[src/sv/i2c_master_two_byte_read_core_defines.svh]
// Assertion macros for the I2C two-byte read master.
// Included by the top level; depends on nothing else.
`ifndef I2C_MASTER_TWO_BYTE_READ_CORE_DEFINES_SVH
`define I2C_MASTER_TWO_BYTE_READ_CORE_DEFINES_SVH
`ifndef NO_ASSERTIONS
// Check a condition at every clock edge outside reset.
`define I2CM_CHECK_ALWAYS(lbl, clk, rst_n, cond, msg) \
	lbl: assert property (@(posedge clk) disable iff (!rst_n) (cond)) else $error(msg);
// Check that a condition implies another on the next clock edge.
`define I2CM_CHECK_NEXT(lbl, clk, rst_n, ante, cons, msg) \
	lbl: assert property (@(posedge clk) disable iff (!rst_n) (ante) |=> (cons)) else $error(msg);
`else
`define I2CM_CHECK_ALWAYS(lbl, clk, rst_n, cond, msg)
`define I2CM_CHECK_NEXT(lbl, clk, rst_n, ante, cons, msg)
`endif
`endif

[src/sv/i2cm2r_pkg.sv]
// Shared types and constants for the I2C two-byte read master.
// No dependencies; imported by the top level.
package i2cm2r_pkg;

	localparam int TICK_COUNT_WIDTH_DEF = 16;
	localparam int CFG_DATA_W           = 16;

	localparam logic [15:0] HALF_PERIOD_RESET = 16'd10;
	localparam logic [6:0]  DEVICE_ADDR_RESET = 7'd80;

	// Configuration register indexes
	localparam logic REG_HALF_PERIOD = 1'b0;
	localparam logic REG_DEVICE_ADDR = 1'b1;

	typedef struct packed {
		logic start_request;
		logic sda_level;
		logic scl_level;
	} req_t;

	typedef struct packed {
		logic       sda_drive_low;
		logic       scl_drive_low;
		logic       busy_res;
		logic       done_res;
		logic       no_ack;
		logic [7:0] read_data;
	} rsp_t;

endpackage

[src/sv/i2c_master_two_byte_read_core.sv]
// I2C master that performs an address write, a repeated START and a two-byte read.
// Depends on i2cm2r_pkg and i2c_master_two_byte_read_core_defines.svh.
//
// Usage:
// - Request channel (req_valid / req_stall / req): each beat is one sampled tick of
//   the bus, carrying start_request and the sampled SDA and SCL levels.
// - Response channel (rsp_valid / rsp_stall / rsp): exactly one beat per request beat,
//   carrying the line drives, busy, a one-tick done pulse, no_ack and the first byte.
// - Config channel (cfg_valid / cfg_ready / cfg_index / cfg_data): index 0 sets the
//   half period in ticks, index 1 the seven-bit device address. Write only while idle.
// Response: registered; it appears in the cycle after its request beat is taken.
// Throughput: one request beat per cycle unless stalled; the sequencer step is a
// single pass of decode logic between the state registers and the response register.
// Reset: the sequencer goes idle with all counters and flags clear, the response
// register empties, and the config registers return to 10 ticks and address 80.
// Stall: while a response waits under rsp_stall, req_stall is raised and the state
// holds; a response that drains in the same cycle frees room for the next beat.
// Bus timing: every phase lasts half_period ticks; phases that release SCL wait for
// SCL to read high before counting (clock stretching), and sample there.

`include "i2c_master_two_byte_read_core_defines.svh"

module i2c_master_two_byte_read_core
	import i2cm2r_pkg::*;
#(
	parameter int TICK_COUNT_WIDTH = TICK_COUNT_WIDTH_DEF
) (
	input  logic                  clk,
	input  logic                  arst_n,
	input  logic                  req_valid,
	output logic                  req_stall,
	input  req_t                  req,
	output logic                  rsp_valid,
	input  logic                  rsp_stall,
	output rsp_t                  rsp,
	input  logic                  cfg_valid,
	output logic                  cfg_ready,
	input  logic                  cfg_index,
	input  logic [CFG_DATA_W-1:0] cfg_data
);

	localparam int TW = TICK_COUNT_WIDTH;
	localparam int LW = (TW > 16) ? TW : 16;

	// Sequencer phase codes
	localparam logic [4:0] PH_IDLE       = 5'd0;
	localparam logic [4:0] PH_ST_REL     = 5'd1;
	localparam logic [4:0] PH_ST_SDA     = 5'd2;
	localparam logic [4:0] PH_ST_SCL     = 5'd3;
	localparam logic [4:0] PH_WR_LOW     = 5'd4;
	localparam logic [4:0] PH_WR_HIGH    = 5'd5;
	localparam logic [4:0] PH_WA_LOW     = 5'd6;
	localparam logic [4:0] PH_WA_HIGH    = 5'd7;
	localparam logic [4:0] PH_WA_END     = 5'd8;
	localparam logic [4:0] PH_RD1_LOW    = 5'd9;
	localparam logic [4:0] PH_RD1_HIGH   = 5'd10;
	localparam logic [4:0] PH_MACK_LOW   = 5'd11;
	localparam logic [4:0] PH_MACK_HIGH  = 5'd12;
	localparam logic [4:0] PH_RD2_LOW    = 5'd13;
	localparam logic [4:0] PH_RD2_HIGH   = 5'd14;
	localparam logic [4:0] PH_MNACK_LOW  = 5'd15;
	localparam logic [4:0] PH_MNACK_HIGH = 5'd16;
	localparam logic [4:0] PH_SP_LOW     = 5'd17;
	localparam logic [4:0] PH_SP_SCL     = 5'd18;
	localparam logic [4:0] PH_SP_SDA     = 5'd19;

	// Config registers
	logic [15:0] half_period_q;
	logic [6:0]  dev_addr_q;

	// Sequencer state
	logic [4:0]    ph_q, ph_d;
	logic [2:0]    bit_q, bit_d;
	logic [7:0]    sh_q, sh_d;
	logic [TW-1:0] tc_q, tc_d;
	logic [7:0]    first_q, first_d;
	logic          nack_q, nack_d;

	// Response register
	logic rsp_valid_q;
	rsp_t rsp_q, rsp_d;

	logic accept;
	logic done_d;

	// Phase timer
	logic [LW-1:0] hp_ext, mask_ext;
	logic [TW-1:0] limit, tc_inc, tc_hold;
	logic          stretch, stretch_wait, first, fin;
	logic [7:0]    sh_rd;

	assign cfg_ready = 1'b1;

	// Take a new beat whenever the response register is empty or drains now.
	assign req_stall = rsp_valid_q && rsp_stall;
	assign accept    = req_valid && !req_stall;
	assign rsp_valid = rsp_valid_q;
	assign rsp       = rsp_q;

	always_ff @(posedge clk or negedge arst_n) begin
		if (!arst_n) begin
			half_period_q <= HALF_PERIOD_RESET;
			dev_addr_q    <= DEVICE_ADDR_RESET;
		end else if (cfg_valid && cfg_ready) begin
			case (cfg_index)
				REG_HALF_PERIOD: half_period_q <= cfg_data[15:0];
				REG_DEVICE_ADDR: dev_addr_q    <= cfg_data[6:0];
				default:         half_period_q <= half_period_q;
			endcase
		end
	end

	// Phase length: a zero half period acts as one, and clip to the counter range.
	always_comb begin
		hp_ext   = LW'(half_period_q);
		mask_ext = LW'({TW{1'b1}});
		if (half_period_q == 16'd0)
			limit = TW'(1);
		else if (hp_ext > mask_ext)
			limit = {TW{1'b1}};
		else
			limit = hp_ext[TW-1:0];
	end

	// Phases that release SCL wait for it to read high before counting.
	always_comb begin
		case (ph_q)
			PH_ST_REL, PH_WR_HIGH, PH_WA_HIGH, PH_RD1_HIGH, PH_RD2_HIGH,
			PH_MACK_HIGH, PH_MNACK_HIGH, PH_SP_SCL: stretch = 1'b1;
			default:                                stretch = 1'b0;
		endcase
		stretch_wait = stretch && (tc_q == '0) && !req.scl_level;
		first        = !stretch_wait && (tc_q == '0);
		tc_inc       = tc_q + TW'(1);
		fin          = !stretch_wait && (tc_inc >= limit);
		if (stretch_wait)
			tc_hold = tc_q;
		else if (fin)
			tc_hold = '0;
		else
			tc_hold = tc_inc;
		sh_rd = first ? {sh_q[6:0], req.sda_level} : sh_q;
	end

	// Sequencer step
	always_comb begin
		ph_d    = ph_q;
		bit_d   = bit_q;
		sh_d    = sh_q;
		tc_d    = tc_hold;
		first_d = first_q;
		nack_d  = nack_q;
		done_d  = 1'b0;
		case (ph_q)
			PH_IDLE: begin
				tc_d = tc_q;
				if (req.start_request) begin
					sh_d    = {dev_addr_q, 1'b0};
					bit_d   = 3'd0;
					tc_d    = '0;
					first_d = 8'd0;
					nack_d  = 1'b0;
					ph_d    = PH_ST_REL;
				end
			end
			PH_ST_REL: if (fin) ph_d = PH_ST_SDA;
			PH_ST_SDA: if (fin) ph_d = PH_ST_SCL;
			PH_ST_SCL: begin
				if (fin) begin
					bit_d = 3'd0;
					ph_d  = PH_WR_LOW;
				end
			end
			PH_WR_LOW: if (fin) ph_d = PH_WR_HIGH;
			PH_WR_HIGH: begin
				if (fin) begin
					if (bit_q == 3'd7) begin
						bit_d = 3'd0;
						ph_d  = PH_WA_LOW;
					end else begin
						bit_d = bit_q + 3'd1;
						ph_d  = PH_WR_LOW;
					end
				end
			end
			PH_WA_LOW: if (fin) ph_d = PH_WA_HIGH;
			PH_WA_HIGH: begin
				if (fin) ph_d = PH_WA_END;
				if (first) nack_d = req.sda_level;
			end
			PH_WA_END: begin
				if (fin) begin
					if (nack_q) begin
						ph_d = PH_SP_LOW;
					end else if (!sh_q[0]) begin
						// Address went out with the write bit; go back for the read.
						sh_d = {dev_addr_q, 1'b1};
						ph_d = PH_ST_REL;
					end else begin
						sh_d  = 8'd0;
						bit_d = 3'd0;
						ph_d  = PH_RD1_LOW;
					end
				end
			end
			PH_RD1_LOW, PH_RD2_LOW, PH_MACK_LOW, PH_MNACK_LOW: begin
				if (fin) ph_d = ph_q + 5'd1;
			end
			PH_RD1_HIGH, PH_RD2_HIGH: begin
				sh_d = sh_rd;
				if (fin) begin
					if (bit_q == 3'd7) begin
						bit_d = 3'd0;
						sh_d  = 8'd0;
						if (ph_q == PH_RD1_HIGH) begin
							first_d = sh_rd;
							ph_d    = PH_MACK_LOW;
						end else begin
							ph_d = PH_MNACK_LOW;
						end
					end else begin
						bit_d = bit_q + 3'd1;
						ph_d  = ph_q - 5'd1;
					end
				end
			end
			PH_MACK_HIGH:  if (fin) ph_d = PH_RD2_LOW;
			PH_MNACK_HIGH: if (fin) ph_d = PH_SP_LOW;
			PH_SP_LOW:     if (fin) ph_d = PH_SP_SCL;
			PH_SP_SCL:     if (fin) ph_d = PH_SP_SDA;
			PH_SP_SDA: begin
				if (fin) begin
					ph_d   = PH_IDLE;
					done_d = 1'b1;
				end
			end
			default: begin
				// Drop an unused code back to idle without a done pulse.
				ph_d  = PH_IDLE;
				tc_d  = '0;
				bit_d = 3'd0;
			end
		endcase
	end

	// Line drives follow the phase entered on this tick.
	always_comb begin
		rsp_d = '0;
		case (ph_d)
			PH_ST_SDA, PH_MACK_HIGH, PH_SP_SCL: begin
				rsp_d.sda_drive_low = 1'b1;
			end
			PH_ST_SCL, PH_MACK_LOW, PH_SP_LOW: begin
				rsp_d.sda_drive_low = 1'b1;
				rsp_d.scl_drive_low = 1'b1;
			end
			PH_WR_LOW: begin
				rsp_d.sda_drive_low = !sh_d[~bit_d];
				rsp_d.scl_drive_low = 1'b1;
			end
			PH_WR_HIGH: begin
				rsp_d.sda_drive_low = !sh_d[~bit_d];
			end
			PH_WA_LOW, PH_WA_END, PH_RD1_LOW, PH_RD2_LOW, PH_MNACK_LOW: begin
				rsp_d.scl_drive_low = 1'b1;
			end
			default: rsp_d.sda_drive_low = 1'b0;
		endcase
		rsp_d.busy_res  = (ph_d != PH_IDLE);
		rsp_d.done_res  = done_d;
		rsp_d.no_ack    = nack_d;
		rsp_d.read_data = first_d;
	end

	always_ff @(posedge clk or negedge arst_n) begin
		if (!arst_n) begin
			ph_q    <= PH_IDLE;
			bit_q   <= 3'd0;
			sh_q    <= 8'd0;
			tc_q    <= '0;
			first_q <= 8'd0;
			nack_q  <= 1'b0;
		end else if (accept) begin
			ph_q    <= ph_d;
			bit_q   <= bit_d;
			sh_q    <= sh_d;
			tc_q    <= tc_d;
			first_q <= first_d;
			nack_q  <= nack_d;
		end
	end

	// Hold the response until taken; refill on every accepted beat.
	always_ff @(posedge clk or negedge arst_n) begin
		if (!arst_n) begin
			rsp_valid_q <= 1'b0;
		end else if (accept) begin
			rsp_valid_q <= 1'b1;
		end else if (!rsp_stall) begin
			rsp_valid_q <= 1'b0;
		end
	end

	always_ff @(posedge clk) begin
		if (accept) rsp_q <= rsp_d;
	end

	`I2CM_CHECK_ALWAYS(a_phase_range, clk, arst_n, ph_q <= PH_SP_SDA, "phase code out of range")
	`I2CM_CHECK_ALWAYS(a_done_idle, clk, arst_n, !(rsp_valid_q && rsp_q.done_res && rsp_q.busy_res), "done while busy")
	`I2CM_CHECK_NEXT(a_idle_quiet, clk, arst_n, accept && ph_q == PH_IDLE && !req.start_request, !rsp_q.busy_res && !rsp_q.scl_drive_low && !rsp_q.sda_drive_low, "idle tick drove the bus")
	`I2CM_CHECK_NEXT(a_accept_fills, clk, arst_n, accept, rsp_valid_q, "accepted beat gave no response")

endmodule

[config.mk]
export PLATFORM = sky130hd
export DESIGN_NAME = i2c_master_two_byte_read_core
export DESIGN_NICKNAME = d
export VERILOG_FILES = /design/src/sv/i2cm2r_pkg.sv /design/src/sv/i2c_master_two_byte_read_core.sv
export VERILOG_INCLUDE_DIRS = /design/src /design/src/sv
export SDC_FILE = /design/constraint.sdc
export NUM_CORES = 1
export LEC_CHECK = 0
export ABC_AREA = 1
export BUFFER_PORTS_ARGS = -buffer_cell sky130_fd_sc_hd__buf_2
export CORE_MARGIN = 3
export CORE_UTILIZATION = 30
export CTS_CLUSTER_SIZE = 10
export DETAILED_ROUTE_END_ITERATION = 10
export PLACE_DENSITY_LB_ADDON = 0.3
export SYNTH_ARGS = -nofsm -noshare
export SYNTH_HDL_FRONTEND = slang
export SYNTH_SLANG_ARGS = --single-unit
[constraint.sdc]
create_clock -name clk -period 5.85 [get_ports clk]
set_input_delay 0.2925 -clock clk [delete_from_list [all_inputs] [get_ports clk]]
set_output_delay 0.2925 -clock clk [all_outputs]
set_load 0.01 [all_outputs]
==> flow_summary_export.csv <==
group,metric,value,unit
pwr,power_frac_seq,0.314,
timing,fin_crit_sh,0.790,
cts,clk_path_buf_depth,2,
floorplan,die_h,144,um
placed_design,dp_slack,1.24,ns
pwr,switching_share,0.416,
pwr,p_leak,3.24,nW
finish,nNetsFinal,922,
floorplan,rows,49,
setup_path,required,5.95,ns
floorplan,ioPinCount,41,
floorplan,start_util,0.312,
cts,hold_buffers,0,
global_route,antenna_found_initial,0,
timing,fin_setup_tns,0,ns
synthesis,synthXorXnorAreaFrac,0.0199,
finish,drive_gt1_frac,0.109,
synthesis,synth_top_family_by_area,"simple AND/OR/NAND/NOR gates",
drt,postRouteAntennaNets,0,
cts,cts_tree,"done",
global_route,grt_pass1_vias,5008,
global_route,grt_max_degree,66,
drt,drcViolationCount,0,
synthesis,synthTopCellsByCount,"nand2_1, inv_1, o21ai_0",
floorplan,fp.dieW,144,um
global_route,grt_util_met1,0.221,
setup_path,path_max_fanout,30,
pwr,ir_drop,0.000143,V
synthesis,syn_area_per_cell,6.83,um2
global_route,grt.met3_usage,0.0241,
synthesis,syn-num-nets,893,
cts,cts_resized,0,
timing,finalMaxSlewViolations,0,
setup_path,critPathMostFrequentCell,"nand2_1",
placed_design,portBuffers,39,
placed_design,dp_hpwl,11100,um
global_route,gr-total-overflow,0,
setup_path,cp_cell_sequence,"ha_1, nand2_1, nor2_1, nand3_1, nor3_1, nand2_1, nor3_1, nand3_1, xor2_1, ha_1, nand2_1, nor3_1, nand2_1, nand2_1, nand2_2, inv_2, o211ai_1, a21oi_1, nor2_1, nand2_1, nand2_1, nor2_1, nand2_1",
drt,drt-initial-drc-count,508,
timing,fin_ws,1.23,ns
setup_path,worstSetupPathType,"register to register",
placed_design,gp_congestion,0.921,
setup_path,r2r_slack,1.23,ns
synthesis,synth_top_area_frac,0.266,
pwr,switching_power,0.908,mW
setup_path,cpPeakStageDelay,0.46,ns
cts,clkSlewWorstSetupHoldPaths,0.06,ns
synthesis,async_flop_share,0.833,
setup_path,rr_endpoint,"rsp[12]",
cts,post_cts_buffers,0,
setup_path,endpoint_kind,"register",
cts,insertion_delay,0.35,ns
cts,cts_sinks,78,
timing,setup_viol,0,
pwr,clkPwrFrac,0.271,
floorplan,die_area,20800,um2
synthesis,netlist_instances,839,
cts,htreeDepth,3,
timing,fmax,0.216,GHz
setup_path,crit_path_start_kind,"register",
finish,fill_cells,2003,
synthesis,synth.area.mux_share,0,
synthesis,synthFlopType,"dfrtp_1",
worst_hold_path,hp-class,"input port to asynchronous set/reset pin",
status,status,"finished, final reports clean",
finish,utilization,0.349,
synthesis,synth_cell_types,44,
synthesis,synth_simple_gate_area_frac,0.321,
synthesis,ys_seq_area_frac,0.353,
flow_run,drv_cap,0,
synthesis,netlist_area,5730,um2
synthesis,yosys_warnings,0,
pwr,power.internal,1.27,mW
global_route,use_met2,0.240,
pwr,powerDensity,340,nW/um2
finish,area_growth,11.9,%
timing,timing.hold.ws,0.133,ns
synthesis,synth-edff-count,13,
setup_path,rr_startpoint,"tc_q[0]",
synthesis,synth_area_leader_cell,"dfrtp_1",
timing,rsz0062_at_grt,"false",
timing,worstMarginPinSlew,1.12,ns
pwr,combPwrFrac,0.415,
drt,vias_per_cell,4.89,
cts,clock-root-buffer,"clkbuf_16",
drt,first_pass_iters,5,
setup_path,cp_slowest_cell,"a21oi_1",
synthesis,synth_seq_cells,78,
timing,hold_viol,0,
timing,fin_worst_skew,0.0137,ns
drt,drt_wl_total,15300,um
cts,cts_buffers,9,
setup_path,arrival,4.72,ns
timing,slew_headroom,0.250,
global_route,grt_pass1_wl,25500,um
synthesis,yosysMostFrequentCell,"nand2_1",
drt,post_drt_wl_per_cell,13.9,um
synthesis,ys_top_cells_by_area,"dfrtp_1, nand2_1, inv_1",
synthesis,synthAdderAreaFrac,0.0633,
floorplan,coreArea,18400,um2
setup_path,reg2reg_depth,23,
global_route,track_usage,0.154,
global_route,top_usage_layer,"met2",
timing,period_needed,4.62,ns
finish,insertedDiodeCount,0,
synthesis,synth_compound_area_frac,0.136,
drt,via_count,5389,
area by class of cell:
cell class / count / area [um2] / area share
clock buffers: 12 / 236 / 0.0369
clock inverters: 4 / 73.8 / 0.0115
inverters: 123 / 462 / 0.0720
multi-input cells: 612 / 3100 / 0.484
flip-flops and latches: 78 / 2020 / 0.315
well taps: 229 / 287 / 0.0447
repair buffers: 44 / 233 / 0.0363
critical path: cells and delay by family (launching register included):
family | cells | cell delay [ns]
adder cells (fa/ha/maj) | 2 | 0.52
buffers and inverters | 1 | 0.28
AO/OA/AOI/OAI | 2 | 0.57
flip-flops | 1 | 0.41
XOR/XNOR | 1 | 0.19
AND/OR/NAND/NOR | 17 | 2.40
how the worst max path moves through the flow:
stage / from / to / slack [ns] / cells past startpoint
3_5_place_dp: tc_q[0] / rsp[12] / 1.24 / 23
4_1_cts: tc_q[0] / rsp[12] / 1.23 / 23
3_3_place_gp: tc_q[2] / rsp[12] / 1.38 / 27
2_1_floorplan: tc_q[2] / rsp[12] / 1.79 / 29
5_1_grt: tc_q[0] / rsp[11] / 0.59 / 25
6_report: tc_q[0] / rsp[12] / 1.23 / 23
power groups by stage:
| stage | clock network, mW | logic [mW] | registers [mW] |
|---|---|---|---|
| finish | 0.592 | 0.905 | 0.686 |
| global route | 0.631 | 1.03 | 0.699 |
| CTS | 0.609 | 0.902 | 0.686 |
| detailed placement | 0 | 0.896 | 0.695 |
| global placement | 0 | 0.903 | 0.695 |
| floorplan | 0 | 0.668 | 0.681 |
sequential cells by signal, summed over array words and instances, names as in the netlist:
register       count
bit_q              3
dev_addr_q         7
first_q            8
half_period_q     16
nack_q             1
ph_q               5
rsp               13
rsp_valid          1
sh_q               8
tc_q              16
cell families after synthesis:
logic type               after synthesis
AND/OR/NAND/NOR                      424
buffers and inverters                149
AO/OA/AOI/OAI                        145
other                                  1
XOR/XNOR                              13
adder cells (fa/ha/maj)               29
flip-flops                            78
layout by cell type (no fill, tap or decap), types with 4 or more instances in the layout:
cell type    n
clkbuf_16    9
o22ai_1     16
inv_1      115
edfxtp_1    13
dfrtp_1     61
nand4_1      7
buf_4        5
nor3_2       5
inv_2        7
a21oi_1     32
nand2_1    229
nor4_1       5
nand2_2      7
buf_2       39
nand3_1     72
o21ai_0     78
xor2_1      12
ha_1        29
nor3_1       8
o21ai_1      9
nor2_1      73
nor2_2       9
dfstp_2      4
per-stage QoR:
step,instance area [um2],power (mW),cells
4_1_cts,6410,2.20,1102
5_1_grt,6410,2.36,1102
3_3_place_gp,6100,1.60,1086
3_5_place_dp,6100,1.59,1086
6_report,6410,2.18,1102
2_1_floorplan,5730,1.35,839
routing by layer:
layer  vias to the layer above  share of wire  routed length, um
met1                      2449           0.49               7580
met4                         0          0.016                244
met5                         -              0                  0
li1                       2780              -                  -
met2                       140           0.44               6800
met3                        20          0.045                695
Power figures use the tool's default switching activity.
